`config.mk`:
```
export PLATFORM = sky130hd
export DESIGN_NAME = gct_dist
export DESIGN_NICKNAME = d
export VERILOG_FILES = /design/src/rtl/core/gct_pkg.sv /design/src/rtl/core/gct_dist.sv
export SDC_FILE = /design/constraint.sdc
export NUM_CORES = 2
export LEC_CHECK = 0
export BUFFER_PORTS_ARGS = -buffer_cell sky130_fd_sc_hd__buf_2
export CAP_MARGIN = 20
export CORE_MARGIN = 4
export CORE_UTILIZATION = 60
export CTS_BUF_LIST = sky130_fd_sc_hd__clkbuf_8 sky130_fd_sc_hd__clkbuf_16
export DETAILED_ROUTE_END_ITERATION = 10
export GPL_TIMING_DRIVEN = 0
export MAX_ROUTING_LAYER = met4
export PLACE_DENSITY = 0.85
export SYNTH_ARGS = -nofsm -noshare
export SYNTH_HDL_FRONTEND = slang
export SYNTH_SLANG_ARGS = --single-unit
```
`constraint.sdc`:
```
create_clock -name i_clk -period 17.4 [get_ports i_clk]
set_input_delay 0 -clock i_clk [delete_from_list [all_inputs] [get_ports i_clk]]
set_output_delay 0 -clock i_clk [all_outputs]
set_load 0.01 [all_outputs]
```
`src/rtl/core/gct_pkg.sv`:
```
// ----------------------------------------------------------------------------
// gct_pkg
// Shared constants and types for the greedy corner tracker.
// ----------------------------------------------------------------------------
package gct_pkg;

    // Default coordinate width (signed Q12.4)
    localparam int COORD_BITS_DEF = 16;
    // Corners per quad, and bits to number a slot
    localparam int NUM_CORNERS    = 4;
    localparam int SLOT_BITS      = $clog2(NUM_CORNERS);
    // Depth of the request queue between front and back
    localparam int QUEUE_DEPTH    = 2;

    // Control word that travels with the distance stage
    typedef struct packed {
        logic                 valid;
        logic                 first;
        logic [SLOT_BITS-1:0] slot;
    } t_stage_ctl;

endpackage

```
`src/rtl/core/gct_dist.sv`:
```
// ----------------------------------------------------------------------------
// gct_dist
// Distance stage: one tracked slot per cycle while a request is queued and no
// stall holds it, squares of the x and y gaps from that slot to all four detected corners.
// ----------------------------------------------------------------------------
module gct_dist #(
    parameter int COORD_BITS = gct_pkg::COORD_BITS_DEF
) (
    input  logic i_clk,
    input  logic i_rst_n,
    input  logic i_head_valid,
    input  logic i_head_first,
    input  logic [gct_pkg::NUM_CORNERS-1:0][1:0][COORD_BITS-1:0] i_head_data,
    output logic o_pop,
    input  logic i_stall,
    input  logic [gct_pkg::NUM_CORNERS-1:0][1:0][COORD_BITS-1:0] i_tracked,
    output gct_pkg::t_stage_ctl o_ctl,
    output logic [gct_pkg::NUM_CORNERS-1:0][1:0][COORD_BITS-1:0] o_pts,
    output logic [gct_pkg::NUM_CORNERS-1:0][2*COORD_BITS+1:0] o_sqx,
    output logic [gct_pkg::NUM_CORNERS-1:0][2*COORD_BITS+1:0] o_sqy
);
    import gct_pkg::*;

    localparam int DIFF_W = COORD_BITS + 1;
    localparam int SQ_W   = 2 * COORD_BITS + 2;

    logic [SLOT_BITS-1:0]                        r_slot;
    t_stage_ctl                                  r_ctl;
    logic [NUM_CORNERS-1:0][1:0][COORD_BITS-1:0] r_pts;
    logic [NUM_CORNERS-1:0][SQ_W-1:0]            r_sqx;
    logic [NUM_CORNERS-1:0][SQ_W-1:0]            r_sqy;
    logic [NUM_CORNERS-1:0][SQ_W-1:0]            n_sqx;
    logic [NUM_CORNERS-1:0][SQ_W-1:0]            n_sqy;
    logic [1:0][COORD_BITS-1:0]                  ref_pt;
    logic signed [DIFF_W-1:0]                    dx;
    logic signed [DIFF_W-1:0]                    dy;
    logic [DIFF_W-1:0]                           adx;
    logic [DIFF_W-1:0]                           ady;

    assign ref_pt = i_tracked[r_slot];
    assign o_pop  = i_head_valid && !i_stall && (r_slot == SLOT_BITS'(NUM_CORNERS - 1));

    // Exact squared gaps, sign-extended by one bit so no overflow
    always_comb begin
        n_sqx = '0;
        n_sqy = '0;
        dx    = '0;
        dy    = '0;
        adx   = '0;
        ady   = '0;
        for (int j = 0; j < NUM_CORNERS; j++) begin
            dx  = $signed({ref_pt[0][COORD_BITS-1], ref_pt[0]})
                - $signed({i_head_data[j][0][COORD_BITS-1], i_head_data[j][0]});
            dy  = $signed({ref_pt[1][COORD_BITS-1], ref_pt[1]})
                - $signed({i_head_data[j][1][COORD_BITS-1], i_head_data[j][1]});
            adx = dx[DIFF_W-1] ? DIFF_W'(-dx) : DIFF_W'(dx);
            ady = dy[DIFF_W-1] ? DIFF_W'(-dy) : DIFF_W'(dy);
            n_sqx[j] = SQ_W'(adx) * SQ_W'(adx);
            n_sqy[j] = SQ_W'(ady) * SQ_W'(ady);
        end
    end

    // Slot counter and stage valid
    always_ff @(posedge i_clk) begin
        if (!i_rst_n) begin
            r_slot <= '0;
            r_ctl  <= '0;
        end else if (!i_stall) begin
            r_ctl.valid <= i_head_valid;
            r_ctl.first <= i_head_first;
            r_ctl.slot  <= r_slot;
            if (i_head_valid) begin
                r_slot <= r_slot + 1'b1;
            end
        end
    end

    // Stage payload
    always_ff @(posedge i_clk) begin
        if (!i_stall && i_head_valid) begin
            r_pts <= i_head_data;
            r_sqx <= n_sqx;
            r_sqy <= n_sqy;
        end
    end

    assign o_ctl = r_ctl;
    assign o_pts = r_pts;
    assign o_sqx = r_sqx;
    assign o_sqy = r_sqy;

endmodule

```
Yosys cells after proc, flatten, opt, wreduce, memory -nomap -nowiden
Cells that the tools add are included.

word-level totals
  input bits = 261
  word-level logic and storage cells = 62
  register bits after elaboration = 406

operators by class
  multiply operators = 8
  magnitude comparators = 1
  bitwise logic cells = 1
  eq/ne operators = 1
  mux-type cells = 10
  add/subtract/negate cells = 17
  reductions and logical operators = 4

operators with widths
  cell                                                                  number
  17-bit by 17-bit multiplier with 34-bit output                        8
  17-bit 2-to-1 mux                                                     8
  17-bit negation                                                       8
  16-bit by 16-bit subtractor with 17-bit output                        8
  32-bit binary-select mux with 2-bit select                            1
  32-bit 2-to-1 mux                                                     1
  2-bit by 3-bit < comparator with 1-bit output, second input constant  1
  2-bit by 1-bit adder with 2-bit output, second input constant         1
  2-bit equality test, second input constant                            1
  1-bit logical AND                                                     2
  2-bit AND reduction                                                   1
  1-bit zero test                                                       1
  1-bit inverter                                                        1

Logic depth before layout (Yosys ltp)
  word-level depth = 6
  gate-level depth with buffers = 41

Least setup slack after synthesis
OpenSTA, ideal clock, no wires.

  path type = in2reg
  from = input i_stall
  to = register r_slot[1]
  buffers on the path = 2
  arrival time = 11861 ps
  setup slack = 5387 ps
  stages = 5
  path through = clkbuf_1 nor2b_1 clkbuf_1 mux2i_1 nor2b_1

on the way
  longest elaborated chain between the ends = 2

RTL lines
  item                                  RTL line        text
  start: declaration                    gct_dist.sv:15  input logic i_stall,
  1-bit inverter (no source line)       -
  2-bit AND reduction (no source line)  -
  end signal: assignment                gct_dist.sv:73  r_slot <= r_slot + 1'b1;
  end: declaration                      gct_dist.sv:27  logic [SLOT_BITS-1:0] r_slot;

Every way passes these cells.
A chain may end at the register's enable or synchronous reset.

==> flow_summary.toml <==
[status]
outcome = "complete, no violations"

[floorplanning]
die_w_um = 387
die-area_um2 = 150000
rows = 138
coreArea_um2 = 142000
start_util_pct = 60.7
ioPinCount = 666
die_y_um = 387

[placed_design]
place_hpwl_um = 207000
gp_congestion = 1.01
place_inst = 11900
port_buffers = 656

[route]
wirelength_um = 248000
wl_met1_um = 90500
route.detailed.drc = 0
avgViaCountPerCell = 5.60
drtPass1Iterations = 6
drtIter0Drc = 4926
highest_layer = "met4"
postRouteAntennaNets = 0
via_count = 67900
drt-wirelength-per-cell_um = 20.4
wl_met3_um = 21500
wl_met2_um = 118000

[worst_setup_path]
cp_common_cell = "fa_1"
critPathMaxStageDelay_ns = 0.95
crit_type = "flop to flop"
critPathSlowestCell = "xnor2_1"
cp.arrival_ns = 14.64
worstSetupStartpointType = "flop"
crit_fanout = 10
cp-end-kind = "flop"
cp.required_ns = 17.80

[final_layout]
drive_gt1_share_pct = 8.53
fill_cells = 10800
area_growth_pct = 10.7
nNetsFinal = 12900
finalNonFillerCells = 12100
regArea_um2 = 11900
multi_input_comb_area_um2 = 64700

[sta]
fin_crit_sh_pct = 81.8
hold_viol = 0
fmax_mhz = 70.2
worst_pin_slew_ns = 1.20
rsz0062_at_grt = "no"
setup_viol = 0
drv_slew = 0
finalSetupTns_ns = 0
fin_worst_skew_ns = 0.0289
finalCriticalPeriod_ns = 14.24
relSlewSlack_pct = 19.6

[grt]
overflow = 0
grt_pass1_wl_um = 393000
grt_pass1_vias = 73800
grt_start_max_net_pins = 78
grt.total_usage_pct = 34.4
antenna_found_initial = 20

[clock_tree]
cts_inserted_buffers = 47
clkSinkCount = 398
htreeDepth = 2
cts_tree = "done"
clock_path_buffers = 3
postCtsSetupBuffers = 0
worst_skew_pair.late_latency_ns = 0.65
cts_hold_buf = 133
ctsResizeCount = 0
clk_pin_slew_worst_paths_ns = 0.07
root_buffer = "clkbuf_16"

[yosys]
netlist_area_um2 = 86200
syn_inst = 9213
synth-async-reset-ratio_pct = 0
synth-edff-count = 392
yosys_register_bits = 398
ys.flop_type = "edfxtp_1"
avgSynthCellArea_um2 = 9.36
seq_area_frac_synth_pct = 13.8
yosysWarningCount = 0
synth_cell_types = 103

[min_path]
hp-class = "input pin to flop"

[job]
maxCapViolCount = 0
==> sequential cells by signal, indices dropped and copies added (netlist names) <==
| register | cells |
|---|---|
| o_pts | 128 |
| o_sqy | 132 |
| o_ctl | 4 |
| o_sqx | 132 |
| r_slot | 2 |
==> metrics by stage <==
stage / hold WS [ns] / util, % / worst slack, ns / area, um2
2_1_floorplan: 0.0989 / - / 5.39 / 86600
3_3_place_gp: 0.193 / 64.9 / 1.20 / 92200
3_5_place_dp: 0.193 / 65.1 / 3.59 / 92500
4_1_cts: 0.0249 / 67.1 / 3.52 / 95300
5_1_grt: 0.0483 / 67.2 / 2.54 / 95400
6_report: 0.0751 / 67.2 / 3.16 / 95400
==> routing by layer <==
layer | up-vias | track usage, %
met5 | - | -
met4 | 0 | 19.8
met3 | 805 | 7.16
met2 | 3015 | 55.6
met1 | 33600 | 40.1
li1 | 30500 | -
==> cells in the mapped netlist (29+ instances only) <==
master / n / area [um2]
nor2b_1: 73 / 457
or2_2: 29 / 181
fa_1: 1537 / 30800
inv_1: 2431 / 9130
nor3_1: 97 / 485
clkinv_1: 29 / 109
o21ai_0: 194 / 971
o21a_1: 84 / 631
nand2_1: 759 / 2850
a31oi_1: 45 / 282
xnor2_1: 335 / 2930
nand2b_1: 76 / 475
nand3_1: 69 / 345
a211oi_1: 36 / 270
o31ai_1: 46 / 345
edfxtp_1: 392 / 11800
and3_1: 39 / 244
nand4_1: 30 / 188
mux4_2: 32 / 721
and2_1: 61 / 382
ha_1: 974 / 12200
clkbuf_1: 166 / 623
or3_1: 32 / 200
xor2_1: 137 / 1200
a21oi_1: 287 / 1440
o21bai_1: 33 / 248
a21o_1: 131 / 983
nor2_1: 701 / 2630
==> worst paths after layout <==
kind	start	endpoint	slack, ns	depth (start not counted)
worst max-delay path	r_slot[0]	o_sqy[135]	3.16	36
worst min-delay path	i_head_data[75]	o_pts[75]	0.08	2
worst max register to register	r_slot[0]	o_sqy[135]	3.16	36
worst min register to register	o_ctl[1]	o_ctl[1]	0.54	2
==> placed cells by master, fill, tap and decap left out, types with 29 or more instances in the layout <==
master / n
fa_1: 1537
xor2_1: 137
dlygate4sd3_1: 133
a211oi_1: 36
nor2_1: 701
o21ai_0: 194
clkbuf_16: 49
a31oi_1: 45
o21bai_1: 33
a21oi_1: 287
nor2b_1: 73
inv_1: 2437
xnor2_1: 335
buf_2: 661
or3_1: 32
nor3_1: 97
o31ai_1: 46
or2_2: 29
a21o_1: 131
conb_1: 104
o21a_1: 84
clkinv_1: 32
clkbuf_1: 164
nand2b_1: 76
ha_1: 974
edfxtp_1: 392
nand4_1: 30
nand3_1: 69
and3_1: 39
mux4_2: 32
and2_1: 61
nand2_1: 759
==> area by class of cell <==
class | instances | area share [%]
Buffer | 183 | 0.771
Tap cell | 1890 | 2.48
Inverter | 2464 | 9.69
Antenna cell | 27 | 0.0708
Sequential cell | 398 | 12.5
Multi-Input combinational cell | 6270 | 67.8
Clock buffer | 51 | 1.31
Clock inverter | 32 | 0.273
Timing Repair Buffer | 809 | 5.13
==> worst max-delay path, delay by kind of cell (launching register included) <==
family,cells,cell delay (ns)
AOI/OAI and AO/OA,11,4.08
xor gates and xnor gates,2,1.30
adders and majority gates,8,3.72
buffers and inverters,9,2.74
DFF,1,0.37
muxes,1,0.82
and+or+nand+nor,5,0.88
==> cell families after synthesis <==
| family | Yosys count | share of synthesized area, % |
|---|---|---|
| XOR/XNOR | 474 | 4.83 |
| other | 2 | 0.00871 |
| AND/OR/NAND/NOR | 2055 | 10.6 |
| buffers and inverters | 2647 | 11.6 |
| adder cells (fa/ha/maj) | 2511 | 49.8 |
| multiplexers | 49 | 1.04 |
| AO/OA/AOI/OAI | 1077 | 8.28 |
| flip-flops | 398 | 13.8 |
Power is not shown: default switching activity piles up to over one toggle a cycle in this logic, so the estimate is an artifact.
