<file path="src/rtl/core/gct_pkg.sv">
// ----------------------------------------------------------------------------
// gct_pkg
// Shared constants and types for the greedy corner tracker.
// ----------------------------------------------------------------------------
package gct_pkg;

    // Default coordinate width (signed Q12.4)
    localparam int COORD_BITS_DEF = 16;
    // Corners per quad, and bits to number a slot
    localparam int NUM_CORNERS    = 4;
    localparam int SLOT_BITS      = $clog2(NUM_CORNERS);
    // Depth of the request queue between front and back
    localparam int QUEUE_DEPTH    = 2;

    // Control word that travels with the distance stage
    typedef struct packed {
        logic                 valid;
        logic                 first;
        logic [SLOT_BITS-1:0] slot;
    } t_stage_ctl;

endpackage

</file>
<file path="src/rtl/core/gct_front.sv">
// ----------------------------------------------------------------------------
// gct_front
// Accepts requests, tags each with a first-frame flag and queues them
// for the matching engine.
// ----------------------------------------------------------------------------
module gct_front #(
    parameter int COORD_BITS = gct_pkg::COORD_BITS_DEF
) (
    input  logic i_clk,
    input  logic i_rst_n,
    input  logic i_valid,
    output logic o_ready,
    input  logic [gct_pkg::NUM_CORNERS-1:0][1:0][COORD_BITS-1:0] i_data,
    output logic o_head_valid,
    output logic o_head_first,
    output logic [gct_pkg::NUM_CORNERS-1:0][1:0][COORD_BITS-1:0] o_head_data,
    input  logic i_pop
);
    import gct_pkg::*;

    localparam int PTR_BITS = (QUEUE_DEPTH > 1) ? $clog2(QUEUE_DEPTH) : 1;
    localparam int CNT_BITS = $clog2(QUEUE_DEPTH + 1);

    logic [NUM_CORNERS-1:0][1:0][COORD_BITS-1:0] r_data [QUEUE_DEPTH];
    logic                r_first [QUEUE_DEPTH];
    logic [PTR_BITS-1:0] r_wr_ptr;
    logic [PTR_BITS-1:0] r_rd_ptr;
    logic [CNT_BITS-1:0] r_count;
    logic                r_has_hist;
    logic                push;
    logic                pop;

    assign o_ready      = (r_count != CNT_BITS'(QUEUE_DEPTH));
    assign push         = i_valid && o_ready;
    assign pop          = i_pop && o_head_valid;
    assign o_head_valid = (r_count != '0);
    assign o_head_data  = r_data[r_rd_ptr];
    assign o_head_first = r_first[r_rd_ptr];

    // Queue storage; first request after reset is marked pass-through
    always_ff @(posedge i_clk) begin
        if (push) begin
            r_data[r_wr_ptr]  <= i_data;
            r_first[r_wr_ptr] <= !r_has_hist;
        end
    end

    // Pointers, fill count and history flag
    always_ff @(posedge i_clk) begin
        if (!i_rst_n) begin
            r_wr_ptr   <= '0;
            r_rd_ptr   <= '0;
            r_count    <= '0;
            r_has_hist <= 1'b0;
        end else begin
            if (push) begin
                r_wr_ptr   <= (r_wr_ptr == PTR_BITS'(QUEUE_DEPTH - 1)) ? '0 : r_wr_ptr + 1'b1;
                r_has_hist <= 1'b1;
            end
            if (pop) begin
                r_rd_ptr <= (r_rd_ptr == PTR_BITS'(QUEUE_DEPTH - 1)) ? '0 : r_rd_ptr + 1'b1;
            end
            if (push && !pop) begin
                r_count <= r_count + 1'b1;
            end else if (pop && !push) begin
                r_count <= r_count - 1'b1;
            end
        end
    end

endmodule

</file>
<file path="config.mk">
export PLATFORM = sky130hd
export DESIGN_NAME = gct_front
export DESIGN_NICKNAME = d
export VERILOG_FILES = /design/src/rtl/core/gct_pkg.sv /design/src/rtl/core/gct_front.sv
export SDC_FILE = /design/constraint.sdc
export NUM_CORES = 1
export LEC_CHECK = 0
export BUFFER_PORTS_ARGS = -buffer_cell sky130_fd_sc_hd__buf_2
export CAP_MARGIN = 20
export CORE_AREA = 2 2 150 152
export CTS_CLUSTER_SIZE = 10
export DETAILED_ROUTE_END_ITERATION = 8
export DIE_AREA = 0 0 152 154
export GPL_TIMING_DRIVEN = 0
export HOLD_SLACK_MARGIN = 0.02
export PLACE_DENSITY_LB_ADDON = 0.3
export SYNTH_ARGS = -nofsm -noshare
export SYNTH_HDL_FRONTEND = slang
export SYNTH_SLANG_ARGS = --single-unit
</file>
<file path="constraint.sdc">
create_clock -name i_clk -period 4 [get_ports i_clk]
set_clock_uncertainty 0.15 [all_clocks]
set_input_delay 0.6 -clock i_clk [delete_from_list [all_inputs] [get_ports i_clk]]
set_output_delay 0.6 -clock i_clk [all_outputs]
set_load 0.005 [all_outputs]
</file>
== Word-level counts from Yosys, hierarchy flattened ==
Memory sizes are Yosys's and may differ from the RTL's. A register that Yosys moved wholly into a read port is not among the register bits.
Index checks and enable logic that the tools add are counted.

* Logic and storage cells: 30
* Memory bits (writable): 258
* Memories kept: 2
* Flip-flop bits (word level): 5

{| class="wikitable"
|+ Memory list
! memory !! words !! bits a word !! read ports !! clocked after Yosys merged registers in !! wr ports !! line !! source
|-
| r_data || 2 || 128 || 1 || 1 || 1 || gct_front.sv:24 || <nowiki>logic [NUM_CORNERS-1:0][1:0][COORD_BITS-1:0] r_data [QUEUE_DEPTH];</nowiki>
|-
| r_first || 2 || 1 || 1 || 1 || 1 || gct_front.sv:25 || <nowiki>logic r_first [QUEUE_DEPTH];</nowiki>
|}

* Eq/ne operators: 1
* Mux-type cells: 10
* Add/subtract/negate cells: 4
* Reductions and logical operators: 9

{| class="wikitable"
|+ Operator list
! kind !! count
|-
| $mux W1 || 8
|-
| $logic_and A1 B1 Y1 || 4
|-
| $mux W2 || 2
|-
| $reduce_bool A2 Y1 || 2
|-
| $logic_not A1 Y1 || 3
|-
| $add A1 B1 Y1 const B || 2
|-
| $add A2 B1 Y2 const B || 1
|-
| $ne A2 B2 Y1 const B || 1
|-
| $sub A2 B1 Y2 const B || 1
|}

== Logic depth before layout (Yosys ltp) ==
Gate-level depths: netlist of the first run.

* Word-level depth: 6
* Mapped depth: 7
* Mapped depth without buffers: 7

== Worst setup path before layout of the first run ==
OpenSTA, ideal clock, no wires.

* Path kind: reg-to-reg
* From: register r_count[0]
* To: memory r_data[1][0] (netlist name) (enable)
* Data arrival time: 3.623 ns
* Path buffers: 0
* Clock period less this slack: 4.278 ns
* Path slack: -0.278 ns
* Cell stages (with the launch flop): 3
* Cells stage by stage: dfxtp_1 nand2b_1 and3_1

* Cells in the longest elaborated chain, start to end: 4

{| class="wikitable"
|+ RTL lines
! element !! line !! source
|-
| start: declaration || gct_front.sv:28 || <nowiki>logic [CNT_BITS-1:0] r_count;</nowiki>
|-
| start signal: assignment || gct_front.sv:64 || <nowiki>r_count <= r_count + 1'b1;</nowiki>
|-
| start signal: assignment || gct_front.sv:66 || <nowiki>r_count <= r_count - 1'b1;</nowiki>
|-
| $ne A2 B2 Y1 || gct_front.sv:33 || <nowiki>assign o_ready = (r_count != CNT_BITS'(QUEUE_DEPTH));</nowiki>
|-
| via o_ready || gct_front.sv:12 || <nowiki>output logic o_ready,</nowiki>
|-
| $logic_and A1 B1 Y1 || gct_front.sv:34 || <nowiki>assign push = i_valid && o_ready;</nowiki>
|-
| $mux W1 || gct_front.sv:42 || <nowiki>if (push) begin</nowiki>
|-
| $mux W1 (not written as such) || gct_front.sv:43 || <nowiki>r_data[r_wr_ptr] <= i_data;</nowiki>
|-
| end: declaration || gct_front.sv:24 ||
|}

The timed path passes the listed nets, and every way through them passes these cells.

==> results of run 1 <==
## worst max-delay path, delay by kind of cell, from the launching register on
| kind | cells | cell delay, ns |
|---|---|---|
| buf+inv | 3 | 0.55 |
| flops | 1 | 0.36 |
| mux | 1 | 0.35 |
## registers in the layout (all words and copies together), names as in the netlist, named ones only
| register | cells |
|---|---|
| r_data | 256 |
| r_wr_ptr | 1 |
| r_rd_ptr | 1 |
| r_first | 2 |
| r_has_hist | 1 |
| r_count | 2 |
## per-layer routing
layer | routed length [microns] | GRT usage (%)
met5 | 0 | 0
met4 | 406 | 4.495
met3 | 1816 | 5.778
met2 | 8845 | 25.03
met1 | 6869 | 17.52
## power groups by stage
stage          Clock [mW]  Sequential (mW)  Combinational [mW]
2_1_floorplan           0             3.60               0.998
3_3_place_gp            0             3.63                1.66
3_5_place_dp            0             3.59                1.72
4_1_cts              2.49             3.54                1.73
5_1_grt              2.61             3.56                1.84
6_report             2.43             3.54                1.69
## cells in the mapped netlist, drive strengths merged
cell type,count
nand2,1
or2,1
mux2,129
xor2,3
o21ai,2
nor2,3
and3,1
or3,1
buf,14
inv,4
a21oi,3
ha,1
nand3b,1
edfxtp,258
nand2b,1
a21bo,1
dfxtp,6
## cell type report
class	count	area, sq um	share of cell area (%)
clock buffer	56	889.6	7.277
inverter	4	20.02	0.1637
multi-input combinational	148	1579	12.92
tap	280	350.3	2.866
timing repair buffer	264	1366	11.18
buffer	14	147.6	1.208
sequential	264	7868	64.35
antenna	2	5.005	0.04094
## final timing paths
kind,cells past startpoint,slack (ns),start,end
worst max register to register,3,1.58,r_count[0],r_data[1][65]
worst max-delay path,4,1.45,flip-flop,o_head_data[87]
worst min-delay path,1,0.10,i_data[96],r_data[1][96]
worst min register to register,1,0.34,r_has_hist,r_first[1]
## through the flow
step	utilization [%]	hold slack, ns	instances	power [mW]	TNS [ns]
2_1_floorplan	-	0.2929	430	4.598	0
3_3_place_gp	51.95	0.3102	972	5.286	-142.77
3_5_place_dp	52.24	0.3247	974	5.313	0
5_1_grt	56.36	0.07931	1031	8.017	0
4_1_cts	56.35	0.07729	1030	7.767	0
6_report	56.37	0.1021	1032	7.656	0
## logic make-up (layout without fill, tap and decap cells)
logic type	after synthesis	after routing	share of synthesized area, %
mux	129	129	15.13
xor+xnor	3	3	0.2736
buf+inv	18	338	1.694
simple gates	9	9	0.4952
fa+ha+maj	1	1	0.1303
other cells	0	2	0
compound gates	6	6	0.3647
flops	264	264	81.92
==> results by group, run 1 <==
STA
  • Final period util: 63.66%
  • Worst setup margin: about 1.5 ns
  • Final hold violations: 0
  • Endpoints failing setup: 0
  • Max Slew Vio Count: 0
  • RSZ-0062 raised after global routing: false
  • Highest clock rate: about 390 MHz
  • Post-layout min period: around 2.5 ns
  • Max-slew headroom: between 30% and 40%
  • Worst Tran Pin Value: between 0.9 and 1 ns

Final layout
  • Commonest non-fill, non-tap cell in the layout: buf_2
  • Layout cell share with drive strength beyond 1: about three fifths
  • Design Area, Final: 12230 sq um
  • Nets: roughly 860
  • Layout fillers: between 1500 and 2000
  • Most frequent cells in the layout: buf_2 (263), edfxtp_1 (258), mux2_2 (129), clkbuf_16 (31), clkbuf_1 (23)
  • Area delta synth->final: 27.29%

Floorplan
  • Die Wd: between 150 and 200 microns
  • FP Rows: between 50 and 60
  • Die footprint: approximately 23000 sq um
  • Initial Utilization: ~44%
  • Die Y-Extent: roughly 150 microns
  • Core region area: 21690 sq um
  • Io pins: between 200 and 300

Routing
  • Average wire per standard cell: around 17 microns
  • Vias per cell: about 4.7
  • Final wirelength: approximately 18 mm
  • Detailed Route Iter0 Violations: 180
  • Via count: 4886
  • Pre-antenna DRT Iters: 4
  • Routed Antenna Nets: 0
  • # DRC: 0

Logic synthesis
  • Syn. warnings: 0
  • Syn Inst Count: 430
  • Netlist Area Pre-Place: 9604 sq um
  • Distinct cells, synth: 19
  • #FFs+latches synth: between 200 and 300
  • Mean post-synth cell area: ~22 sq um
  • Yosys top cell by area: edfxtp_1
  • Yosys top cell area share: a little over 80%
  • Post-synthesis sequential area ratio: about four fifths
  • Syn_nets: approximately 560
  • Top cells by area, synth: edfxtp_1 (81%), mux2_2 (15%), buf_6 (1.4%), dfxtp_1 (1.3%), xor2_1 (0.27%)

Clock network
  • Setup bufs post-CTS: 0
  • Post-cts gate resize count: 0
  • Clk_lat worst skew: roughly 0.53 ns
  • # H-tree levels: 1
  • CTS Buf Count: 30
  • CTS Sinks: ~260
  • Clock Path Buffers: 3
  • CTS tree: built
  • Root buffer cell: clkbuf_16
  • Cts hold-fix bufs: 0
  • Clk slew on worst S/H paths: about 0.050 ns

GRT
  • Vias in the first global route: between 5000 and 6000
  • Largest net degree at the start of global routing: a little under 80
  • Global-route wire length before repair: 27.65 mm
  • Gr usage total: ~15%
  • Initial antenna violation count: 2
  • Remaining Overflow, GRT: 0

Critical path
  • Most frequent CP cell: buf_6
  • Crit end category: primary output
  • Critical Path Source Type: flip-flop
  • Crit-path cells: buf_6 -> buf_6 -> mux2_2 -> buf_2
  • Worst-path fanout max: 10
  • Critical path type: flip-flop to primary output
  • Arr. time, crit path: roughly 1.8 ns
  • Slowest stage delay, CP: approximately 0.36 ns
  • CP max-delay cell: dfxtp_1
  • Crit path required time: between 3 and 4 ns

Pwr
  • Reg power frac: 46.2%
  • Switching power: around 1.9 mW
  • Internal Pwr Total: slightly below 6 mW
  • Clock power share: 31.7%
  • Power Density: between 600 and 700 nW/um^2
  • Maximum VDD drop: about 450 uV
  • Comb pwr share: between 20% and 30%
  • Switching Share: 24.20%
  • Lkg Pwr: approximately 4.6 nW

Placement
  • Area after DPL: 11330 sq um
  • I/O Buffers: 262
  • GP Congestion: roughly 0.73
  • DPL Wire Length: 12.08 mm
  • Post-Place Worst Slack: between 1 and 1.5 ns

Hold path
  • Class of the worst hold path: input pin to flip-flop

Job
  • Max_cap viols: 0

Status
  • Status: finished clean
No activity file was read; power rests on OpenSTA's default activity.
==> run 2, diff against run 1 <==
Clock period 4 ns to 2.1 ns, I/O delays scaled along.
==> results by group, run 2 (same netlist as run 1, synthesis figures left out) <==
Status
  • Status: finished, violations left
  • Failing checks: negative setup slack

Floorplan
  • FP Rows: 54 (unchanged)
  • Die footprint: 23410 sq um (unchanged)
  • Die Wd: 152 microns (unchanged)
  • Io pins: 263 (unchanged)
  • Initial Utilization: 44.28% (unchanged)
  • Die Y-Extent: 154 microns (unchanged)
  • Core region area: 21690 sq um (unchanged)

STA
  • Endpoints failing setup: 128 (+128)
  • Max-slew headroom: 48.23% (+9.8 points)
  • Worst setup margin: -0.1414 ns (-1.595 ns)
  • Setup TNS: -11.81 ns (-11.81 ns)
  • Post-layout min period: 2.241 ns
  • Worst Tran Pin Value: 0.7766 ns (-0.1476 ns)
  • Final hold violations: 0 (unchanged)
  • Highest clock rate: ~450 MHz
  • Max Slew Vio Count: 0 (unchanged)
  • Final period util: 106.7%
  • RSZ-0062 raised after global routing: true

Final layout
  • Largest registers: r_data (256), r_count (2), r_first (2)
  • Max FFs per register: 256 (unchanged)
  • Area delta synth->final: 55.99%
  • Layout cell share with drive strength beyond 1: 52.21% (-7.0 points)
  • Reg area: 7873 sq um (about the same)
  • Multi-input logic area: 2026 sq um (+28%)
  • Finished Layout Cells: 1166 (+13%)
  • Most frequent cells in the layout: edfxtp_1 (258), buf_2 (151), dlygate4sd3_1 (130), mux2_4 (113), buf_6 (112)
  • Commonest non-fill, non-tap cell in the layout: edfxtp_1
  • Most flops, register: r_data
  • Layout fillers: 1328 (-21%)
  • Nets: 1004 (+17%)

Clock network
  • Clk_lat worst skew: 0.54 ns (about the same)
  • Root buffer cell: clkbuf_16
  • CTS Buf Count: 30 (unchanged)
  • CTS Sinks: 264 (unchanged)
  • CTS tree: built
  • # H-tree levels: 1 (unchanged)
  • Clk slew on worst S/H paths: 0.05 ns (about the same)
  • Clock Path Buffers: 3 (unchanged)

Critical path
  • Critical Path Source Type: flip-flop
  • Worst-path fanout max: 10 (unchanged)
  • Critical path type: flip-flop to primary output
  • Most frequent CP cell: buf_12
  • Arr. time, crit path: 1.78 ns (-0.02 ns)
  • CP delay by family, top: buffers and inverters
  • Crit-path cells: buf_12 -> buf_12 -> mux2_2 -> buf_2
  • Slowest stage delay, CP: 0.42 ns (+0.06 ns)
  • CP max-delay cell: dfxtp_4
  • Worst R2R Setup Slack: 0.06 ns (-1.52 ns)
  • Crit end category: primary output
  • WP buf/inv: 3 (unchanged)
  • Crit path required time: 1.63 ns (-1.62 ns)

Pwr
  • Clock power share: 27.3% (-4.4 points)
  • Power Density: 1138 nW/um^2 (+82%)
  • Switching power: 4.287 mW (+130%)
  • Internal Pwr Total: 12.77 mW (+120%)
  • Switching Share: 25.14% (+0.94 points)
  • Comb pwr share: 32.7% (+11 points)
  • Maximum VDD drop: 1033 uV (+130%)
  • Lkg Pwr: 5.869 nW (+29%)
  • Reg power frac: 40.0% (-6.2 points)

Routing
  • # DRC: 0 (unchanged)
  • Vias per cell: 4.949 (+4.5%)
  • Routed Antenna Nets: 0 (unchanged)
  • Via count: 5770 (+18%)
  • Average wire per standard cell: 20.90 microns (+20%)
  • Final wirelength: 24.36 mm (+36%)
  • Pre-antenna DRT Iters: 4 (unchanged)
  • Detailed Route Iter0 Violations: 285 (+58%)

GRT
  • Met1 Use GR: 22.44% (+4.9 points)
  • Global-route wire length before repair: 34.27 mm (+24%)
  • Met3 global-route usage: 4.848% (-0.93 points)
  • Vias in the first global route: 6242 (+20%)
  • Remaining Overflow, GRT: 0 (unchanged)
  • Gr usage total: 18.49% (+3.7 points)
  • Largest net degree at the start of global routing: 70 (-10%)
  • Initial antenna violation count: 1 (-1)
  • Gr busiest metal: met2
  • Met2 Track Usage GR: 32.39% (+7.4 points)

Placement
  • GP Congestion: 0.7351 (+1.2%)
  • DPL Wire Length: 12.53 mm (+3.7%)
  • I/O Buffers: 262 (unchanged)
  • Post-placement cell count: 976 (+0.21%)
  • Post-Place Worst Slack: -0.1734 ns (-1.669 ns)

Job
  • Max_cap viols: 0 (unchanged)

Hold path
  • Class of the worst hold path: input pin to flip-flop
[run 2: cell types whose count changed in the layout (fill, tap and decap cells not counted), sizes merged]
cell / before / now
diode: 2 / 3
clkbuf: 56 / 47
and3: 1 / 3
buf: 278 / 286
inv: 4 / 3
dlygate4sd3: 0 / 130
clkinvlp: 0 / 2
bufinv: 0 / 1
[run 2: final timing paths]
check               endpoint  cells after the start        from
max          o_head_data[95]                      4   flip-flop
max reg2reg    r_data[0][77]                      5  r_count[0]
min                flip-flop                      4       i_pop
min reg2reg       r_first[0]                      1  r_has_hist
[run 2: timing repair]
item	4_1_cts	5_1_grt
setup buffers	1	3
pin swaps	1	1
gates cloned	4	5
endpoints found under the hold margin	262	0
setup endpoints to repair	273	199
gates resized for setup	151	106
hold buffers	130	0
[run 2: power by group through the flow]
stage	clock network, mW	registers [mW]	logic [mW]
after floorplan	0	6.84	1.91
after global placement	0	6.89	3.17
after detailed placement	0	6.85	3.33
after CTS	4.70	6.78	4.64
after global routing	4.97	6.87	5.86
final	4.65	6.82	5.58
[run 2: final cells by class]
type                       instances  area share, %
sequential                       264          52.55
tap                              280          2.338
antenna                            3        0.05011
multi-input combinational        150          13.52
inverter                           4         0.1253
buffer                            14          1.670
clock buffer                      43          5.479
timing repair buffer             406          24.02
clock inverter                     1         0.2004
timing repair inverter             1        0.05011
[run 2: through the flow]
step                      util, %  hold WS (ns)  power [mW]  instance area [sq um]
after floorplan                 -        0.2639       8.755                   9618
after global placement      52.01        0.3086       10.06                  11280
after detailed placement    52.43        0.3330       10.18                  11370
after CTS                   66.03       0.07219       16.12                  14320
after global routing        69.06        0.1603       17.70                  14980
final                       69.08        0.1273       17.05                  14980
[run 2: tightest hold or removal path, cell delays in order]
cell     delay (ns)
buf_2          0.10
o21ai_0        0.15
xor2_1         0.12
nor2_1         0.09
[run 2: routing by layer]
| layer | routed length [microns] | share of wire [%] |
|---|---|---|
| met5 | 0 | 0 |
| met4 | 584 | 2.4 |
| met3 | 1615 | 6.6 |
| met2 | 12710 | 52 |
| met1 | 9450 | 39 |
