### src/rtl/core/gct_pkg.sv
// ----------------------------------------------------------------------------
// gct_pkg
// Shared constants and types for the greedy corner tracker.
// ----------------------------------------------------------------------------
package gct_pkg;

    // Default coordinate width (signed Q12.4)
    localparam int COORD_BITS_DEF = 16;
    // Corners per quad, and bits to number a slot
    localparam int NUM_CORNERS    = 4;
    localparam int SLOT_BITS      = $clog2(NUM_CORNERS);
    // Depth of the request queue between front and back
    localparam int QUEUE_DEPTH    = 2;

    // Control word that travels with the distance stage
    typedef struct packed {
        logic                 valid;
        logic                 first;
        logic [SLOT_BITS-1:0] slot;
    } t_stage_ctl;

endpackage

### src/rtl/core/gct_select.sv
// ----------------------------------------------------------------------------
// gct_select
// Select stage: picks the nearest unused corner for the slot (the same-index
// corner on a first frame), updates the tracked set and assembles the result in the output register.
// ----------------------------------------------------------------------------
module gct_select #(
    parameter int COORD_BITS = gct_pkg::COORD_BITS_DEF
) (
    input  logic i_clk,
    input  logic i_rst_n,
    input  gct_pkg::t_stage_ctl i_ctl,
    input  logic [gct_pkg::NUM_CORNERS-1:0][1:0][COORD_BITS-1:0] i_pts,
    input  logic [gct_pkg::NUM_CORNERS-1:0][2*COORD_BITS+1:0] i_sqx,
    input  logic [gct_pkg::NUM_CORNERS-1:0][2*COORD_BITS+1:0] i_sqy,
    output logic o_stall,
    output logic [gct_pkg::NUM_CORNERS-1:0][1:0][COORD_BITS-1:0] o_tracked,
    output logic o_m_valid,
    input  logic i_m_ready,
    output logic [gct_pkg::NUM_CORNERS-1:0][1:0][COORD_BITS-1:0] o_m_data,
    output logic o_m_first
);
    import gct_pkg::*;

    localparam int SUM_W = 2 * COORD_BITS + 3;

    logic [NUM_CORNERS-1:0][1:0][COORD_BITS-1:0] r_tracked;
    logic [NUM_CORNERS-1:0][1:0][COORD_BITS-1:0] r_res;
    logic [NUM_CORNERS-1:0][1:0][COORD_BITS-1:0] n_res;
    logic [NUM_CORNERS-1:0][1:0][COORD_BITS-1:0] r_m_data;
    logic                                        r_m_valid;
    logic                                        r_m_first;
    logic [NUM_CORNERS-1:0]                      r_used;
    logic [NUM_CORNERS-1:0]                      used_eff;
    logic [NUM_CORNERS-1:0][SUM_W-1:0]           sum_d;
    logic [SUM_W-1:0]                            best_d;
    logic [SLOT_BITS-1:0]                        best;
    logic [SLOT_BITS-1:0]                        pick_idx;
    logic                                        found;
    logic [1:0][COORD_BITS-1:0]                  pick;
    logic                                        last;
    logic                                        advance;

    assign used_eff = (i_ctl.slot == '0) ? '0 : r_used;
    assign last     = i_ctl.valid && (i_ctl.slot == SLOT_BITS'(NUM_CORNERS - 1));
    assign o_stall  = last && r_m_valid && !i_m_ready;
    assign advance  = i_ctl.valid && !o_stall;

    // Nearest unused corner, lowest index wins a tie
    always_comb begin
        best   = '0;
        best_d = '0;
        found  = 1'b0;
        for (int j = 0; j < NUM_CORNERS; j++) begin
            sum_d[j] = SUM_W'(i_sqx[j]) + SUM_W'(i_sqy[j]);
            if (!used_eff[j] && (!found || sum_d[j] < best_d)) begin
                best   = SLOT_BITS'(j);
                best_d = sum_d[j];
                found  = 1'b1;
            end
        end
        pick_idx = i_ctl.first ? i_ctl.slot : best;
        pick     = i_pts[pick_idx];
        n_res    = r_res;
        n_res[i_ctl.slot] = pick;
    end

    // Tracked set, partial result and output payload
    always_ff @(posedge i_clk) begin
        if (advance) begin
            r_tracked[i_ctl.slot] <= pick;
            r_res                 <= n_res;
            if (last) begin
                r_m_data  <= n_res;
                r_m_first <= i_ctl.first;
            end
        end
    end

    // Used-corner mask and output valid
    always_ff @(posedge i_clk) begin
        if (!i_rst_n) begin
            r_used    <= '0;
            r_m_valid <= 1'b0;
        end else begin
            if (advance) begin
                r_used <= last ? '0 : (used_eff | (NUM_CORNERS'(1) << pick_idx));
            end
            if (advance && last) begin
                r_m_valid <= 1'b1;
            end else if (i_m_ready) begin
                r_m_valid <= 1'b0;
            end
        end
    end

    assign o_tracked = r_tracked;
    assign o_m_valid = r_m_valid;
    assign o_m_data  = r_m_data;
    assign o_m_first = r_m_first;

endmodule

### config.mk
export PLATFORM = sky130hd
export DESIGN_NAME = gct_select
export DESIGN_NICKNAME = d
export VERILOG_FILES = /design/src/rtl/core/gct_pkg.sv /design/src/rtl/core/gct_select.sv
export SDC_FILE = /design/constraint.sdc
export NUM_CORES = 1
export LEC_CHECK = 0
export BUFFER_PORTS_ARGS = -buffer_cell sky130_fd_sc_hd__buf_2
export CORE_ASPECT_RATIO = 0.9
export CORE_MARGIN = 3
export CORE_UTILIZATION = 30
export CTS_CLUSTER_DIAMETER = 120
export DETAILED_ROUTE_END_ITERATION = 16
export GPL_TIMING_DRIVEN = 0
export PLACE_DENSITY = 0.58
export REMOVE_ABC_BUFFERS = 1
export SLEW_MARGIN = 20
export SYNTH_ARGS = -nofsm -noshare
export SYNTH_HDL_FRONTEND = slang
export SYNTH_SLANG_ARGS = --single-unit
### constraint.sdc
create_clock -name i_clk -period 12.3 [get_ports i_clk]
set_clock_uncertainty 0.1 [all_clocks]
set_input_delay 0.615 -clock i_clk [delete_from_list [all_inputs] [get_ports i_clk]]
set_output_delay 0.615 -clock i_clk [all_outputs]
set_load 0.01 [all_outputs]
* Word-level counts from Yosys, hierarchy flattened
Cells that the tools add are included.
** Storage, ports and cells
- Bits in registers :: 390
- Input bits :: 407
- Output and inout bits :: 259
- Logic and storage cells :: 82
** Operators by class
- $add $sub $neg :: 4
- Magnitude comparators :: 6
- Eq/ne operators :: 1
- Shift operators :: 1
- Muxes and demuxes :: 20
- Bitwise logic cells :: 1
- Reduce and logical (&&, ||, !) cells :: 22
** Operator list (count)
- bitwise mux 128 bit :: 2
- adder 34 x 34 -> 35 bit :: 4
- < comparator 35 bit :: 3
- 2-to-1 mux 35 bit :: 3
- binary-select mux 32 bit (select 2 bit) :: 1
- demux 32 bit (select 2 bit) :: 1
- 2-to-1 mux 32 bit :: 2
- logical AND 1 bit :: 9
- 2-to-1 mux 4 bit :: 2
- zero test 1 bit :: 7
- < comparator 2 x 3 -> 1 bit (second input constant) :: 2
- 2-to-1 mux 1 bit :: 6
- 2-to-1 mux 2 bit :: 3
- OR 4 bit :: 1
- left shift 1 x 2 -> 4 bit (first input constant) :: 1
- logical OR 1 bit :: 3
- equality test 2 bit (second input constant) :: 1
- greater-or-equal comparator 2 x 1 -> 1 bit (second input constant) :: 1
- zero test 2 bit :: 1
- AND reduction 2 bit :: 1
- nonzero test 2 bit :: 1

* Logic depth before layout (Yosys ltp)
Gate-level depths: netlist (run 1).
- Depth in word-level cells :: 19
- Mapped depth :: 49
- Depth with buffers taken out :: 43

* Worst setup path before layout (run 1)
No wires, ideal clock.
- Path kind :: input-to-reg
- Start point :: in i_sqx[34] in the netlist's numbering
- End point :: reg r_tracked, in the netlist o_tracked[100], data pin
- Library setup time :: 0.274 ns
- Arrival :: 9.769 ns
- Data required time :: 11.926 ns
- Path slack :: 2.157 ns
- Stages :: 48
- Buffers on the path :: 7
- Path through :: ha_1 > fa_1 > a21oi_1 > nor2_1 > o31ai_1 > a311oi_1 > o21ai_0 > o21ai_1 > a41oi_1 > nor2_1 > o21ai_0 > nand2b_1 > ha_1 > nand4_1 > nor4_1 > nand4b_1 > o22a_1 > nand2_1 > [12 not listed] > and3_1 > buf_2 > clkbuf_1 > nor2_1 > nand2b_1 > o211ai_1 > ha_1 > nand4_1 > nor4_1 > and2_1 > nand4_1 > o2111ai_1 > a31oi_4 > and2_1 > buf_2 > buf_6 > a221oi_4 > inv_1
** RTL lines
- start: declaration :: line gct_select.sv:13 : input logic [gct_pkg::NUM_CORNERS-1:0][2*COORD_BITS+1:0] i_sqx,
- end signal: indexed assignment :: line gct_select.sv:70 : r_tracked[i_ctl.slot] <= pick;
- end: declaration :: line gct_select.sv:26 : logic [NUM_CORNERS-1:0][1:0][COORD_BITS-1:0] r_tracked;

==> summary.md, run 1 <==
| Metric | Value |
|---|---|
| Leak | `14.00 nW` |
| Initial core utilization | `0.3031` |
| Relative slew slack | `0.3458` |
| # port buffers | `665` |
| Routed via count | `21.62k` |
| Yosys Warn Count | `0` |
| Via density | `5.157` |
| DRC | `0` |
| Clock Pin Slew Worst Setup and Hold Paths | `0.06 ns` |
| CTS tree | `yes` |
| Routed Antenna Nets | `0` |
| Arr. time, crit path | `12.04 ns` |
| Sequential-to-total area share from yosys stat | `0.4551` |
| Total GRT Usage | `0.2020` |
| Bufs on Longest Clock Path | `3` |
| Cell Area, Placed | `30950 µm²` |
| Drt total wl | `94230 µm` |
| Crit start category | `primary input` |
| CP required | `12.56 ns` |
| Final setup viols | `0` |
| Ys flop type | `edfxtp_1` |
| DR iter-0 viols | `1208` |
| CP startpoint | `i_sqy[51]` |
| GRT overflow | `0` |
| Hold Crit Class | `primary input to flop` |
| Most used routing layer | `met2` |
| Fin crit share | `0.9575` |
| Drt pass-1 iters | `5` |
| Io pins | `666` |
| Largest net degree at the start of global routing | `59` |
| Area delta synth->final | `27.26%` |
| Worst skew pair latency | `0.53 ns` |
| Nets | `3676` |
| FMAX | `84.91 MHz` |
| Slowest stage delay, CP | `0.46 ns` |
| Synth top area share | `0.4511` |
| Clock H-tree levels | `2` |
| Pwr Density | `172.1 nW/µm²` |
| Gate Count Post-Synth | `2354` |
| Most frequent cell after synthesis | `edfxtp_1` |
| Total core area | `84540 µm²` |
| Ratio of cells with drive above 1 in the final layout | `0.3068` |
| Vias in the first global route | `21.16k` |
| Antenna violations before repair | `16` |
| Main area contributors after synthesis | `edfxtp_1, ha_1, nand2_1` |
| Chip height | `283.3 µm` |
| Hold_buf cts | `0` |
| Crit. End Element | `flop` |
| Placer Congestion | `0.9248` |
| Worst Hold Slack | `0.2757 ns` |
| Reg2reg path depth | `42` |
| WS Path Type | `primary input to flop` |
| GR Util met3 | `0.03767` |
| Met1 usage | `0.2443` |
| Met2 Track Usage GR | `0.3655` |
| Total CTS buffers | `39` |
| Dpl hpwl | `76500 µm` |
| Distinct cells, synth | `77` |
| Pre-CTS setup slack | `-1.933 ns` |
| Row count | `101` |
| Max Cap Viol | `0` |
| EDFF count, synth | `385` |
| Synth async-reset ratio | `0` |
| CP most frequent cell | `ha_1` |
| Critical-path maximum fanout | `33` |
| Status | `completed` |
| Top cell type by total area after synthesis | `edfxtp_1` |
| Max Transition Viols Final | `0` |
| Reg2reg start | `r_used[0]` |
| Crit-path slowest cell | `or3_1` |
| RR Endpoint | `r_res[51]` |
| R2R Setup Slk | `1.81 ns` |
| Worst-Margin Slew | `0.9813 ns` |
| Synth cell count leaders | `edfxtp_1, nand2_1, ha_1` |
| Die width | `314.1 µm` |
| Design area | `32610 µm²` |
| First-pass GRT wire length | `136100 µm` |
| VDD IR max | `0.1276 mV` |
| Synth Cell Area | `25630 µm²` |
| Die area | `88970 µm²` |
| Post-synthesis register bit count | `390` |
| Clk root buf | `clkbuf_16` |
| Worst setup path endpoint | `r_res[51]` |
| WL/cell | `22.47 µm` |
| Average size of a mapped cell | `10.89 µm²` |
| Final WS setup | `0.5222 ns` |
| Fin crit period | `11.78 ns` |
| Fin. Hold Viols | `0` |
| Setup total negative slack | `0 ns` |
| Clock sink count | `390` |
-- power by group --
group / switching (W) / internal, W / total [W]
clock network: 0.000499 / 0.000725 / 0.00122
logic: 0.00163 / 0.00102 / 0.00265
registers: 0.0000328 / 0.00171 / 0.00174
total: 0.00216 / 0.00345 / 0.00561
-- how the worst min path moves through the flow --
stage	startpoint	to	slack (ns)	cells past startpoint
after floorplan	r_used[3]	r_used[3]	0.38	2
after global placement	o_m_valid	o_m_valid	0.41	2
after detailed placement	o_m_valid	o_m_valid	0.41	2
after CTS	i_rst_n	r_used[3]	0.24	2
after global routing	i_rst_n	o_m_valid	0.29	2
final	i_rst_n	r_used[3]	0.28	2
-- registers in the layout, summed over array words and instances, names as in the netlist --
name and flops:
o_m_valid 1, o_m_data 128, r_used 4, r_res 128
o_m_first 1, o_tracked 128
-- layout make-up --
type                       instances  area [µm²]
sequential                       390       11660
multi-input combinational       1801       13630
fill                            8390       51930
antenna                            3       7.507
timing repair buffer             720        4299
inverter                          75       281.5
clock buffer                      45        1020
clock inverter                    26       296.5
tap                             1133        1418
-- logic make-up after synthesis --
kind of cell             Yosys count  share of synthesized area
AO/OA/AOI/OAI                    762                     0.2233
AND/OR/NAND/NOR                  612                     0.1083
adder cells (fa/ha/maj)          242                     0.1193
multiplexers                      70                    0.02900
buffers and inverters            166                    0.02676
XOR/XNOR                         112                    0.03828
flip-flops                       390                     0.4551
-- worst max-delay path, delay by kind of cell --
kind,cells,cell delay (ns)
AND/OR/NAND/NOR,11,2.97
multiplexers,1,0.12
adder cells (fa/ha/maj),4,1.39
XOR/XNOR,1,0.30
AO/OA/AOI/OAI,20,4.36
buffers and inverters,11,2.14
-- cells in the final DEF, fill, tap and decap left out, types with 24 or more instances in the layout --
master     synthesis  final
nand2b_1          26     24
o21ai_1          118    119
nor2_1           119    112
a221oi_4          30     31
clkbuf_16          0     40
o21ai_0          113    108
nand3_1           42     42
ha_1             238    238
o21a_1            29     29
a21o_1            82     82
mux2_2            34     34
edfxtp_1         385    385
mux2i_1           36     36
a22o_1            32     32
nand2_1          283    281
o41ai_2           29     30
a21oi_1          154    152
buf_2             11    664
inv_1             75     74
xor2_1            37     37
xnor2_1           75     75
nor3_1            26     24
-- metal layers --
layer | share of wire | up-vias
li1 | - | 10389
met1 | 0.40 | 10299
met2 | 0.50 | 800
met3 | 0.072 | 116
met4 | 0.026 | 18
met5 | 0.0013 | -
-- per-stage QoR --
step | utilization | total power (W) | cells
global route | 0.3857 | 0.005948 | 4191
global placement | 0.3545 | 0.004149 | 4061
detailed placement | 0.3660 | 0.004296 | 4102
finish | 0.3858 | 0.005612 | 4193
floorplan | - | 0.003324 | 2263
CTS | 0.3833 | 0.005601 | 4179
-- timing repair --
item                                    CTS  global route
resized for setup                        18            20
setup buffers                             4            10
cloned                                    2             1
pin swaps                                 3             6
endpoints found under the setup margin  388           376
(Power assumes the default switching activity.)
==> run 2: changes to the inputs <==
--- a/config.mk
+++ b/config.mk
@@ -6,13 +6,12 @@
 export NUM_CORES = 1
 export LEC_CHECK = 0
 export BUFFER_PORTS_ARGS = -buffer_cell sky130_fd_sc_hd__buf_2
-export CORE_ASPECT_RATIO = 0.9
-export CORE_MARGIN = 3
-export CORE_UTILIZATION = 30
+export CORE_AREA = 3 3 257 259
 export CTS_CLUSTER_DIAMETER = 120
 export DETAILED_ROUTE_END_ITERATION = 16
+export DIE_AREA = 0 0 260 262
 export GPL_TIMING_DRIVEN = 0
-export PLACE_DENSITY = 0.58
+export PLACE_DENSITY = 0.71
 export REMOVE_ABC_BUFFERS = 1
 export SLEW_MARGIN = 20
 export SYNTH_ARGS = -nofsm -noshare
==> constraint.sdc (replaced) <==
create_clock -name i_clk -period 12.55 [get_ports i_clk]
set_clock_uncertainty 0.1 [all_clocks]
set_input_delay 0.6275 -clock i_clk [delete_from_list [all_inputs] [get_ports i_clk]]
set_output_delay 0.6275 -clock i_clk [all_outputs]
set_load 0.01 [all_outputs]
==> run 2 against run 1 <==
Critical path depth down 5. Global-route usage up 3.8 points. First-iteration DRC count up 9.6%. Sequential power about the same. Core utilization up 11 points. Non-clock buffer count down 10. Count of clock-buffer cells in the layout down 6. Hold slack better by 0.021 ns. Critical path type unchanged. Critical endpoint is now o_tracked[119]. Highest routed layer unchanged.
==> summary.md, run 2 (synthesized netlist as in run 1, its figures left out) <==
| Metric | Value |
|---|---|
| Area delta synth->final | `24.65%` |
| Die width | `260 µm` |
| Most frequent cells in the layout | `buf_2, edfxtp_1, nand2_1` |
| Crit start category | `primary input` |
| Clock Pin Slew Worst Setup and Hold Paths | `0.07 ns` |
| Total GRT Usage | `0.2402` |
| Routed Antenna Nets | `0` |
| RSZ-0062 raised after global routing | `no` |
| Row count | `93` |
| Clock sink count | `390` |
| Reg2reg start | `r_used[0]` |
| Initial core utilization | `0.3997` |
| Fin crit period | `12.05 ns` |
| Cell Area, Placed | `30520 µm²` |
| Dpl cells | `3817` |
| Die area | `68120 µm²` |
| Clock H-tree levels | `2` |
| FMAX | `83.02 MHz` |
| Clock power share | `0.206` |
| Vias in the first global route | `21.28k` |
| Routed via count | `21.59k` |
| Met1 usage | `0.2659` |
| Share of power burned in registers | `0.322` |
| GRT overflow | `0` |
| Leak | `13.86 nW` |
| Relative slew slack | `0.4402` |
| DRC | `0` |
| CP required | `12.67 ns` |
| Chip height | `262 µm` |
| Design area | `31940 µm²` |
| Pwr Density | `165.9 nW/µm²` |
| Arr. time, crit path | `12.16 ns` |
| Drt pass-1 iters | `6` |
| Total core area | `64120 µm²` |
| RR Endpoint | `o_tracked[119]` |
| Dpl hpwl | `70060 µm` |
| Slowest stage delay, CP | `0.54 ns` |
| Fin crit share | `0.9598` |
| Worst skew pair latency | `0.52 ns` |
| GR Util met3 | `0.05512` |
| Hold_buf cts | `0` |
| Final setup viols | `0` |
| Reg2reg path depth | `34` |
| WS Path Type | `primary input to flop` |
| Via density | `5.534` |
| Crit. End Element | `flop` |
| Nets | `3661` |
| # port buffers | `665` |
| CP startpoint | `i_sqx[0]` |
| First-pass GRT wire length | `124800 µm` |
| Switching share of power | `0.3847` |
| Critical-path maximum fanout | `31` |
| Non-filler cells, final | `3901` |
| Total CTS buffers | `35` |
| NetSw | `0.002039 W` |
| CP most frequent cell | `ha_1` |
| Ratio of cells with drive above 1 in the final layout | `0.2992` |
| WL/cell | `22.28 µm` |
| Clk root buf | `clkbuf_16` |
| Max Transition Viols Final | `0` |
| Max Cap Viol | `0` |
| Antenna violations before repair | `18` |
| Fin. Hold Viols | `0` |
| DR iter-0 viols | `1324` |
| Logic pwr share | `0.472` |
| Drt total wl | `86910 µm` |
| VDD IR max | `0.09325 mV` |
| Most common cell after layout, fill and taps aside | `buf_2` |
| Worst setup path endpoint | `o_tracked[119]` |
| Largest net degree at the start of global routing | `65` |
| Met2 Track Usage GR | `0.4301` |
| Cell-internal power | `0.003261 W` |
| Placer Congestion | `0.9665` |
| Bufs on Longest Clock Path | `3` |
| Tot Pwr | `0.005300 W` |
| R2R Setup Slk | `2.11 ns` |
| Hold Crit Class | `primary input to flop` |
| CTS tree | `yes` |
| Most used routing layer | `met2` |
| Crit-path slowest cell | `o21ai_0` |
| Worst-Margin Slew | `0.8376 ns` |
| Filler cells | `5767` |
| Status | `completed` |
| Io pins | `666` |
run 2: cell count changes in the layout (fill, tap and decap cells not counted), moves of 3 or more:
cell,change
buf_16,+4
clkbuf_16,-4
diode_2,+5
buf_12,-7
clkinv_2,+3
buf_4,-3
run 2: how the worst min path moves through the flow:
stage                         start        end  slack [ns]  depth (start not counted)
after detailed placement  o_m_valid  o_m_valid        0.44                          2
after global routing        i_rst_n  r_used[3]        0.28                          2
after global placement    o_m_valid  o_m_valid        0.41                          2
after CTS                   i_rst_n  r_used[3]        0.26                          2
after floorplan           r_used[3]  r_used[3]        0.38                          2
final                       i_rst_n  r_used[3]        0.30                          2
run 2: power groups by stage:
stage               logic [W]  clock network, W  registers (W)
floorplan             0.00149                 0        0.00177
global placement      0.00225                 0        0.00174
detailed placement    0.00239                 0        0.00173
CTS                   0.00245           0.00111        0.00171
global route          0.00273           0.00116        0.00172
finish                0.00250           0.00109        0.00171
run 2: layer usage:
metal  up-vias  routed length [µm]  share of wire
li1      10346                   -              -
met1     10121               31470           0.36
met2       903               43390           0.50
met3       200                7372          0.085
met4        18                4546          0.052
met5         -                 128         0.0015
run 2: worst max-delay path, delay by kind of cell:
kind / cells / cell delay (ns)
AOI/OAI and AO/OA: 17 / 4.77
and+or+nand+nor: 14 / 3.90
adders and majority gates: 5 / 1.49
buffers and inverters: 6 / 1.19
xor gates and xnor gates: 1 / 0.10
run 2: what timing repair did:
item	4_1_cts	5_1_grt
gates resized for setup	10	14
pin swaps	2	4
cloned	1	1
endpoints found under the setup margin	388	384
endpoints found under the hold margin	0	0
setup buffers	3	8
run 2: stage by stage:
stage	setup TNS (ns)	util	setup slack (ns)	hold slack (ns)
after floorplan	-524.48	-	-1.672	0.3766
after global routing	0	0.4981	0.02584	0.2788
final	0	0.4982	0.5049	0.2972
after CTS	0	0.4955	0.07917	0.2612
after global placement	-3943.98	0.4620	-10.72	0.4086
after detailed placement	-870.30	0.4760	-2.796	0.4424
run 2: layout make-up:
cell class / instances / area, µm² / share of cell area
diodes: 8 / 20.02 / 0.0006267
clock buffers: 39 / 912.1 / 0.02855
clock inverters: 24 / 255.2 / 0.007991
inverters: 75 / 281.5 / 0.008813
multi-input cells: 1800 / 13530 / 0.4237
flip-flops and latches: 390 / 11660 / 0.3651
well taps: 855 / 1070 / 0.03349
repair buffers: 710 / 4210 / 0.1318
